==> config.mk <==
export PLATFORM = sky130hd
export DESIGN_NAME = packet_deframer_checksum
export DESIGN_NICKNAME = d
export VERILOG_FILES = /design/src/rtl/core/pdc_pkg.sv /design/src/rtl/core/pdc_cfg.sv /design/src/rtl/core/pdc_parse.sv /design/src/rtl/core/pdc_out.sv /design/src/rtl/core/packet_deframer_checksum.sv
export VERILOG_INCLUDE_DIRS = /design/src /design/src/rtl/core
export SDC_FILE = /design/constraint.sdc
export NUM_CORES = 1
export LEC_CHECK = 0
export ABC_CLOCK_PERIOD_IN_PS = 2900
export BUFFER_PORTS_ARGS = -buffer_cell sky130_fd_sc_hd__buf_2
export CAP_MARGIN = 20
export CORE_UTILIZATION = 50
export CTS_BUF_LIST = sky130_fd_sc_hd__clkbuf_4
export DETAILED_ROUTE_END_ITERATION = 8
export GPL_ROUTABILITY_DRIVEN = 0
export PLACE_DENSITY = 0.71
export SYNTH_ARGS = -nofsm -noshare
export SYNTH_HDL_FRONTEND = slang
export SYNTH_SLANG_ARGS = --single-unit
==> constraint.sdc <==
create_clock -name clk -period 2.9 [get_ports clk]
set_clock_uncertainty 0.2 [all_clocks]
set_input_delay 0.145 -clock clk [delete_from_list [all_inputs] [get_ports clk]]
set_output_delay 0.145 -clock clk [all_outputs]
set_load 0.005 [all_outputs]
==> src/rtl/core/packet_deframer_checksum_assert.svh <==
// assertion macros for the deframer rtl
`ifndef PACKET_DEFRAMER_CHECKSUM_ASSERT_SVH
`define PACKET_DEFRAMER_CHECKSUM_ASSERT_SVH

// same-cycle implication, checked while out of reset
`define PDC_ASSERT_NOW(lbl, clk, rst_n, ante, cons, msg) \
  lbl: assert property (@(posedge clk) disable iff (!rst_n) (ante) |-> (cons)) \
    else $error(msg);

// next-cycle implication, checked while out of reset
`define PDC_ASSERT_NEXT(lbl, clk, rst_n, ante, cons, msg) \
  lbl: assert property (@(posedge clk) disable iff (!rst_n) (ante) |=> (cons)) \
    else $error(msg);

`endif

==> src/rtl/core/pdc_pkg.sv <==
// shared types and constants of the packet deframer
`timescale 1ns / 1ps
package pdc_pkg;

  localparam int BYTE_W    = 8;
  localparam int KIND_W    = 2;
  localparam int CFG_IDX_W = 8;
  localparam int PHASE_W   = 2;

  localparam logic [BYTE_W-1:0] HEADER_FIRST_RST  = 8'd42;  // '*'
  localparam logic [BYTE_W-1:0] HEADER_SECOND_RST = 8'd64;  // '@'
  localparam logic [BYTE_W-1:0] MIN_FRAME_LEN     = 8'd3;

  localparam logic [CFG_IDX_W-1:0] REG_HEADER_FIRST  = 8'd0;
  localparam logic [CFG_IDX_W-1:0] REG_HEADER_SECOND = 8'd1;

  localparam logic [PHASE_W-1:0] PH_HUNT  = 2'd0;
  localparam logic [PHASE_W-1:0] PH_HEAD2 = 2'd1;
  localparam logic [PHASE_W-1:0] PH_LEN   = 2'd2;
  localparam logic [PHASE_W-1:0] PH_BODY  = 2'd3;

  localparam logic [KIND_W-1:0] KIND_CMD  = 2'd0;
  localparam logic [KIND_W-1:0] KIND_DATA = 2'd1;
  localparam logic [KIND_W-1:0] KIND_GOOD = 2'd2;
  localparam logic [KIND_W-1:0] KIND_BAD  = 2'd3;

  typedef struct packed {
    logic [BYTE_W-1:0] header_first;
    logic [BYTE_W-1:0] header_second;
  } cfg_t;

  typedef struct packed {
    logic [BYTE_W-1:0] out_byte;
    logic [KIND_W-1:0] kind;
    logic [BYTE_W-1:0] payload_size;
    logic              last;
  } result_t;

endpackage

==> src/rtl/core/pdc_cfg.sv <==
// header byte configuration registers
`timescale 1ns / 1ps
module pdc_cfg (
  input  logic                          clk,
  input  logic                          rst_n,
  input  logic                          cfg_valid,
  output logic                          cfg_ready,
  input  logic [pdc_pkg::CFG_IDX_W-1:0] cfg_index,
  input  logic [pdc_pkg::BYTE_W-1:0]    cfg_data,
  output pdc_pkg::cfg_t                 cfg
);

  pdc_pkg::cfg_t cfg_r;
  pdc_pkg::cfg_t cfg_nxt;

  assign cfg_ready = 1'b1;
  assign cfg       = cfg_r;

  always_comb begin
    cfg_nxt = cfg_r;
    if (cfg_valid) begin
      case (cfg_index)
        pdc_pkg::REG_HEADER_FIRST:  cfg_nxt.header_first  = cfg_data;
        pdc_pkg::REG_HEADER_SECOND: cfg_nxt.header_second = cfg_data;
        default: cfg_nxt = cfg_r;  // unknown index ignored
      endcase
    end
  end

  always_ff @(posedge clk) begin
    if (!rst_n) begin
      cfg_r.header_first  <= pdc_pkg::HEADER_FIRST_RST;
      cfg_r.header_second <= pdc_pkg::HEADER_SECOND_RST;
    end else begin
      cfg_r <= cfg_nxt;
    end
  end

endmodule

==> src/rtl/core/pdc_parse.sv <==
// input word register and frame parser state
`timescale 1ns / 1ps
`include "packet_deframer_checksum_assert.svh"
module pdc_parse (
  input  logic                       clk,
  input  logic                       rst_n,
  input  logic                       in_tvalid,
  output logic                       in_tready,
  input  logic [pdc_pkg::BYTE_W-1:0] in_byte,
  input  pdc_pkg::cfg_t              cfg,
  input  logic                       out_free,
  output logic                       res_valid,
  output pdc_pkg::result_t           res
);

  logic                        in_valid_r, in_valid_nxt;
  logic [pdc_pkg::BYTE_W-1:0]  in_byte_r;
  logic [pdc_pkg::PHASE_W-1:0] phase_r, phase_nxt;
  logic [pdc_pkg::BYTE_W-1:0]  bytes_left_r, bytes_left_nxt;
  logic [pdc_pkg::BYTE_W-1:0]  sum_r, sum_nxt;
  logic [pdc_pkg::BYTE_W-1:0]  frame_len_r, frame_len_nxt;
  logic                        seen_cmd_r, seen_cmd_nxt;
  logic                        fire;
  logic [pdc_pkg::BYTE_W-1:0]  left_dec;
  logic [pdc_pkg::BYTE_W-1:0]  sum_add;

  assign fire      = in_valid_r && out_free;
  assign in_tready = !in_valid_r || fire;

  always_comb begin
    in_valid_nxt = in_valid_r;
    if (in_tvalid && in_tready) begin
      in_valid_nxt = 1'b1;
    end else if (fire) begin
      in_valid_nxt = 1'b0;
    end
  end

  assign left_dec = bytes_left_r - 8'd1;
  assign sum_add  = sum_r + in_byte_r;

  always_comb begin
    phase_nxt      = phase_r;
    bytes_left_nxt = bytes_left_r;
    sum_nxt        = sum_r;
    frame_len_nxt  = frame_len_r;
    seen_cmd_nxt   = seen_cmd_r;
    res_valid      = 1'b0;
    res.out_byte     = in_byte_r;
    res.kind         = seen_cmd_r ? pdc_pkg::KIND_DATA : pdc_pkg::KIND_CMD;
    res.payload_size = '0;
    res.last         = 1'b0;
    if (fire) begin
      case (phase_r)
        pdc_pkg::PH_HUNT: begin
          if (in_byte_r == cfg.header_first) phase_nxt = pdc_pkg::PH_HEAD2;
        end
        pdc_pkg::PH_HEAD2: begin
          // a wrong second byte may itself open a new frame
          if (in_byte_r == cfg.header_second) phase_nxt = pdc_pkg::PH_LEN;
          else if (in_byte_r == cfg.header_first) phase_nxt = pdc_pkg::PH_HEAD2;
          else phase_nxt = pdc_pkg::PH_HUNT;
        end
        pdc_pkg::PH_LEN: begin
          if (in_byte_r >= pdc_pkg::MIN_FRAME_LEN) begin
            phase_nxt      = pdc_pkg::PH_BODY;
            bytes_left_nxt = in_byte_r - 8'd1;
            sum_nxt        = in_byte_r;
            frame_len_nxt  = in_byte_r;
            seen_cmd_nxt   = 1'b0;
          end else begin
            phase_nxt = pdc_pkg::PH_HUNT;
          end
        end
        pdc_pkg::PH_BODY: begin
          bytes_left_nxt = left_dec;
          sum_nxt        = sum_add;
          res_valid      = 1'b1;
          if (left_dec == '0) begin
            res.kind = (sum_add == '0) ? pdc_pkg::KIND_GOOD : pdc_pkg::KIND_BAD;
            res.payload_size = frame_len_r - pdc_pkg::MIN_FRAME_LEN;
            res.last         = 1'b1;
            phase_nxt        = pdc_pkg::PH_HUNT;
          end else begin
            seen_cmd_nxt = 1'b1;
          end
        end
        default: phase_nxt = pdc_pkg::PH_HUNT;
      endcase
    end
  end

  always_ff @(posedge clk) begin
    if (in_tvalid && in_tready) in_byte_r <= in_byte;
  end

  always_ff @(posedge clk) begin
    if (!rst_n) begin
      in_valid_r   <= 1'b0;
      phase_r      <= pdc_pkg::PH_HUNT;
      bytes_left_r <= '0;
      sum_r        <= '0;
      frame_len_r  <= '0;
      seen_cmd_r   <= 1'b0;
    end else begin
      in_valid_r   <= in_valid_nxt;
      phase_r      <= phase_nxt;
      bytes_left_r <= bytes_left_nxt;
      sum_r        <= sum_nxt;
      frame_len_r  <= frame_len_nxt;
      seen_cmd_r   <= seen_cmd_nxt;
    end
  end

  `PDC_ASSERT_NOW(a_body_count_live, clk, rst_n, phase_r == pdc_pkg::PH_BODY, bytes_left_r != '0, "body phase with no bytes left")
  `PDC_ASSERT_NOW(a_end_kind, clk, rst_n, res_valid && res.last, res.kind == pdc_pkg::KIND_GOOD || res.kind == pdc_pkg::KIND_BAD, "end word without verdict")
  `PDC_ASSERT_NOW(a_mid_size_zero, clk, rst_n, res_valid && !res.last, res.payload_size == '0 && res.kind != pdc_pkg::KIND_GOOD && res.kind != pdc_pkg::KIND_BAD, "body word with end fields")
  `PDC_ASSERT_NEXT(a_end_rehunt, clk, rst_n, res_valid && res.last, phase_r == pdc_pkg::PH_HUNT, "no return to hunting after end word")
  `PDC_ASSERT_NOW(a_result_has_room, clk, rst_n, res_valid, out_free, "result produced with output slot busy")

endmodule

==> src/rtl/core/pdc_out.sv <==
// result register toward the output stream
`timescale 1ns / 1ps
module pdc_out (
  input  logic             clk,
  input  logic             rst_n,
  input  logic             res_valid,
  input  pdc_pkg::result_t res,
  output logic             out_free,
  output logic             out_tvalid,
  input  logic             out_tready,
  output pdc_pkg::result_t out_res
);

  logic             out_valid_r, out_valid_nxt;
  pdc_pkg::result_t res_r;

  assign out_free   = !out_valid_r || out_tready;
  assign out_tvalid = out_valid_r;
  assign out_res    = res_r;

  always_comb begin
    out_valid_nxt = out_valid_r;
    if (res_valid) begin
      out_valid_nxt = 1'b1;
    end else if (out_tready) begin
      out_valid_nxt = 1'b0;
    end
  end

  always_ff @(posedge clk) begin
    if (res_valid) res_r <= res;
  end

  always_ff @(posedge clk) begin
    if (!rst_n) begin
      out_valid_r <= 1'b0;
    end else begin
      out_valid_r <= out_valid_nxt;
    end
  end

endmodule

==> src/rtl/core/packet_deframer_checksum.sv <==
// top level of the packet deframer with checksum check
`timescale 1ns / 1ps
// Finds frames in a received byte stream: two header bytes (set by the header_first
// and header_second registers, reset '*' and '@'), a length byte L of 3 or more, a
// command byte, L-3 data bytes and a checksum byte. Command and data bytes come out
// one word each as they arrive; the checksum byte closes the frame with a word that
// has tlast set, the payload size and a good/bad verdict (good when the 8-bit sum
// from the length byte through the checksum is zero). Header and length bytes give
// no output; a short length drops the frame. The block takes one byte per cycle
// while the output is not stalled: each byte passes an input register, the parser
// logic (a compare and an 8-bit add) and a result register that drives the output.
// in_tready drops only while a byte is held, a result is waiting and out_tready is
// low, whatever the held byte is. Configuration writes are always accepted and
// should be done while no frame is in flight.
module packet_deframer_checksum (
  input  logic        clk,
  input  logic        rst_n,
  // received bytes
  input  logic        in_tvalid,
  output logic        in_tready,
  input  logic [7:0]  in_tdata,   // [7:0] rx_byte
  // deframed words
  output logic        out_tvalid,
  input  logic        out_tready,
  output logic [15:0] out_tdata,  // [7:0] out_byte, [15:8] payload_size
  output logic [1:0]  out_tuser,  // [1:0] kind
  output logic        out_tlast,  // end of frame
  // register writes
  input  logic        cfg_valid,
  output logic        cfg_ready,
  input  logic [7:0]  cfg_index,  // 0 header_first, 1 header_second
  input  logic [7:0]  cfg_data
);

  pdc_pkg::cfg_t    cfg;        // current header bytes
  pdc_pkg::result_t res;        // parser result of this cycle
  pdc_pkg::result_t out_res;    // registered result
  logic             res_valid;
  logic             out_free;   // result register can take a word now

  // header byte registers
  pdc_cfg u_cfg (
    .clk       (clk),
    .rst_n     (rst_n),
    .cfg_valid (cfg_valid),
    .cfg_ready (cfg_ready),
    .cfg_index (cfg_index),
    .cfg_data  (cfg_data),
    .cfg       (cfg)
  );

  // input register plus frame state machine
  pdc_parse u_parse (
    .clk       (clk),
    .rst_n     (rst_n),
    .in_tvalid (in_tvalid),
    .in_tready (in_tready),
    .in_byte   (in_tdata),
    .cfg       (cfg),
    .out_free  (out_free),
    .res_valid (res_valid),
    .res       (res)
  );

  // result register
  pdc_out u_out (
    .clk        (clk),
    .rst_n      (rst_n),
    .res_valid  (res_valid),
    .res        (res),
    .out_free   (out_free),
    .out_tvalid (out_tvalid),
    .out_tready (out_tready),
    .out_res    (out_res)
  );

  // pack result fields onto the stream
  assign out_tdata = {out_res.payload_size, out_res.out_byte};
  assign out_tuser = out_res.kind;
  assign out_tlast = out_res.last;

endmodule

==> run_summary.xml <==
<?xml version="1.0" encoding="UTF-8"?>
<metrics>
  <group name="status">
    <metric name="status" unit="">finished, final reports clean</metric>
  </group>
  <group name="synth">
    <metric name="synthArstFlopShare" unit="%">0</metric>
    <metric name="synth-edff-count" unit="">26</metric>
    <metric name="synth_top_area_cell" unit="">dfxtp_1</metric>
    <metric name="synthesis.instances" unit="">371</metric>
    <metric name="synth_largest_type_area_fraction" unit="%">24.8</metric>
    <metric name="postSynthNetCount" unit="">413</metric>
    <metric name="synth-seq-cells" unit="">71</metric>
    <metric name="netlist_top_cells_area" unit="">dfxtp_1 (25%), edfxtp_1 (21%), xnor2_1 (7.2%)</metric>
    <metric name="yosysWarningCount" unit="">0</metric>
    <metric name="synth.cell_area" unit="µm²">3640</metric>
    <metric name="ys_seq_area_share" unit="%">46.2</metric>
    <metric name="syn-mean-instance-area" unit="µm²">9.81</metric>
    <metric name="synthFlopType" unit="">dfxtp_1</metric>
    <metric name="synth_cell_types" unit="">57</metric>
  </group>
  <group name="placed_design">
    <metric name="portBuffers" unit="">49</metric>
    <metric name="dp_hpwl" unit="µm">5640</metric>
    <metric name="dp_cells" unit="">505</metric>
  </group>
  <group name="cts">
    <metric name="cell_chosen_for_the_clock_root" unit="">clkbuf_4</metric>
    <metric name="cts_max_path_bufs" unit="">2</metric>
    <metric name="cts.reportedPaths.clkPinSlew" unit="ns">0.11</metric>
    <metric name="clkLatencyLatePin" unit="ns">0.42</metric>
    <metric name="cts-htree-levels" unit="">3</metric>
    <metric name="clock-sinks" unit="">71</metric>
    <metric name="cts_tree" unit="">yes</metric>
    <metric name="tritoncts.num_buffers" unit="">9</metric>
  </group>
  <group name="die">
    <metric name="die_w" unit="µm">87.3</metric>
    <metric name="io-pin-count" unit="">51</metric>
    <metric name="fp.coreArea" unit="µm²">6910</metric>
    <metric name="effective_utilization_at_floorplan" unit="%">52.7</metric>
    <metric name="rows" unit="">30</metric>
    <metric name="fp.dieH" unit="µm">87.3</metric>
    <metric name="floorplan.die_area" unit="µm²">7620</metric>
  </group>
  <group name="grt">
    <metric name="antenna_found_initial" unit="">0</metric>
    <metric name="track_usage" unit="%">23.2</metric>
    <metric name="grt_start_max_net_pins" unit="">22</metric>
    <metric name="grt_remaining_overflow" unit="">0</metric>
    <metric name="grt_pass1_wl" unit="µm">13200</metric>
    <metric name="first_global_vias" unit="">2889</metric>
  </group>
  <group name="finish">
    <metric name="multi_input_area" unit="µm²">1780</metric>
    <metric name="final_net_count" unit="">489</metric>
    <metric name="instances_no_fill" unit="">548</metric>
    <metric name="final-seq-area" unit="µm²">1680</metric>
    <metric name="final_core_utilization" unit="%">64.1</metric>
    <metric name="drive_above_1_share" unit="%">20.4</metric>
    <metric name="signed_area_change_from_the_synthesized_netlist_to_the_final_layout" unit="%">21.7</metric>
    <metric name="n_antenna_cell" unit="">0</metric>
    <metric name="fillers" unit="">594</metric>
  </group>
  <group name="sta">
    <metric name="timing.fmax" unit="MHz">378</metric>
    <metric name="timing_worst_slew_pin_value" unit="ns">0.913</metric>
    <metric name="fin_tns_setup" unit="ns">0</metric>
    <metric name="final.min_clock_period" unit="ns">2.64</metric>
    <metric name="maxSlewHeadroom" unit="%">39.1</metric>
    <metric name="hold_violation_count_in_the_final_report" unit="">0</metric>
    <metric name="setup_viol" unit="">0</metric>
    <metric name="period_share" unit="%">91.1</metric>
    <metric name="hold_ws" unit="ns">0.0752</metric>
    <metric name="final-max-slew-violation-count" unit="">0</metric>
    <metric name="grt_setup_unrepaired" unit="">no</metric>
  </group>
  <group name="drt">
    <metric name="wl_per_cell" unit="µm">14.8</metric>
    <metric name="drt-total-wl" unit="µm">8110</metric>
    <metric name="vias" unit="">2965</metric>
    <metric name="drc" unit="">0</metric>
    <metric name="first_pass_iters" unit="">4</metric>
    <metric name="drt-initial-drc-count" unit="">222</metric>
    <metric name="route.detailed.vias_per_inst" unit="">5.41</metric>
    <metric name="postRouteAntennaNets" unit="">0</metric>
  </group>
  <group name="power">
    <metric name="power_density" unit="nW/µm²">459</metric>
    <metric name="p_leak" unit="nW">1.76</metric>
    <metric name="vdd_ir_drop_max" unit="V">0.000292</metric>
  </group>
  <group name="worst_setup_path">
    <metric name="worstPathCellList" unit="">ha_1 -&gt; a211oi_1 -&gt; o21bai_1 -&gt; a2111oi_1 -&gt; nor3_1 -&gt; xnor2_1 -&gt; a31oi_1</metric>
    <metric name="worstSetupStartpointType" unit="">flip-flop</metric>
    <metric name="crit_slowest_cell" unit="">edfxtp_1</metric>
    <metric name="critPathArrivalTime" unit="ns">2.61</metric>
    <metric name="worst-path-max-fanout" unit="">5</metric>
    <metric name="maximum_cell_stage_delay_along_the_critical_path" unit="ns">0.48</metric>
    <metric name="crit_type" unit="">reg -&gt; reg</metric>
    <metric name="critical_path_required" unit="ns">2.87</metric>
    <metric name="setup.worst_path.end_class" unit="">flip-flop</metric>
    <metric name="critPathBufInv" unit="">0</metric>
    <metric name="cpLargestDelayFamily" unit="">compound AO/OA/AOI/OAI gates</metric>
  </group>
  <group name="min_path">
    <metric name="holdCritPathClass" unit="">in -&gt; reg</metric>
  </group>
  <group name="run">
    <metric name="cap_viol_max_count" unit="">0</metric>
  </group>
</metrics>
[kinds of logic after synthesis]
| logic type | synth area share, % |
|---|---|
| other cells | 0.103 |
| fa+ha+maj | 4.68 |
| simple gates | 17.5 |
| compound gates | 11.4 |
| mux | 6.60 |
| buf+inv | 4.81 |
| xor+xnor | 8.66 |
| flops | 46.2 |
[synth_stat cells (2+ instances only)]
cell	number
nor2_1	49
dfxtp_1	45
xnor2_1	30
nand2_1	28
edfxtp_1	26
mux2i_1	24
a21oi_1	20
clkbuf_1	13
ha_1	12
inv_1	12
nand3_1	10
nor3_1	10
o21ai_0	10
nand4_1	6
xor2_1	6
a211oi_1	4
and2_1	4
buf_4	4
nor4_1	4
o21ai_1	4
buf_2	3
nor2b_1	3
o211ai_1	3
o211ai_2	3
a2111oi_0	2
buf_6	2
nor3b_1	2
nor4b_1	2
or4_4	2
[layer usage]
layer / track usage (%) / wire length (µm) / up-vias
met5: 0 / 0 / -
met4: 13.6 / 268 / 0
met3: 4.08 / 444 / 22
met2: 37.9 / 3880 / 104
met1: 28.6 / 3510 / 1388
li1: - / - / 1451
[report_power, final]
| part | internal (mW) | switching (mW) | leakage [nW] |
|---|---|---|---|
| clock | 0.445 | 0.351 | 0.100 |
| sequential | 1.04 | 0.0172 | 0.625 |
| combinational | 0.0850 | 0.0919 | 1.04 |
[through the flow]
| stage | area (µm²) | setup WS, ns | power, mW |
|---|---|---|---|
| 3_3_place_gp | 3980 | 0.341 | 1.23 |
| 4_1_cts | 4430 | 0.239 | 2.04 |
| 6_report | 4430 | 0.257 | 2.03 |
| 3_5_place_dp | 3980 | 0.254 | 1.23 |
| 5_1_grt | 4430 | 0.0199 | 2.10 |
| 2_1_floorplan | 3640 | 0.439 | 1.18 |
[worst register-to-register path, cell delays in order (launching register included)]
cell and delay, ns:
edfxtp_1 0.48, ha_1 0.33, a211oi_1 0.32, o21bai_1 0.15, a2111oi_1 0.41, nor3_1 0.15, xnor2_1 0.23, a31oi_1 0.12
[placed cells by master (no fill, tap or decap), types with 12 or more instances in the layout]
cell type | Yosys | routed
a21oi_1 | 20 | 20
buf_2 | 3 | 49
buf_4 | 4 | 12
dfxtp_1 | 45 | 45
dlygate4sd3_1 | 0 | 27
edfxtp_1 | 26 | 26
ha_1 | 12 | 12
inv_1 | 12 | 12
mux2i_1 | 24 | 24
nand2_1 | 28 | 28
nor2_1 | 49 | 49
xnor2_1 | 30 | 30
[final timing paths]
check | start | endpoint | slack, ns | cells after the start
min reg2reg | u_parse.sum_r[1] | u_parse.sum_r[1] | 0.29 | 2
max reg2reg | u_parse.in_byte_r[1] | u_out.out_res[9] | 0.26 | 7
min | cfg_index[4] | u_cfg.cfg[10] | 0.08 | 6
max | u_parse.in_byte_r[1] | u_out.out_res[9] | 0.26 | 7
[state kept, by name, summed over array words and instances, names as in the netlist]
register,flops
u_parse.in_byte_r,8
u_parse.sum_r,8
u_cfg.cfg,16
u_parse.in_valid_r,1
u_parse.bytes_left_r,8
u_parse.phase_r,2
u_parse.seen_cmd_r,1
u_out.out_res,18
u_parse.frame_len_r,8
u_out.out_tvalid,1
[timing repair]
action | 4_1_cts | 5_1_grt
setup endpoints to repair | 0 | 1
buffers inserted | 0 | 0
hold endpoints to repair | 32 | 0
gates resized for setup | 0 | 1
hold buffers | 27 | 0
[area by class of cell]
| type | instances | share of cell area [%] |
|---|---|---|
| clock buffer | 10 | 1.69 |
| clock inverter | 6 | 2.46 |
| inverter | 14 | 1.24 |
| multi-input combinational | 263 | 40.3 |
| sequential | 71 | 38.0 |
| tap | 96 | 2.71 |
| timing repair buffer | 88 | 13.7 |
Note: power is estimated with default switching activity, not from simulation.
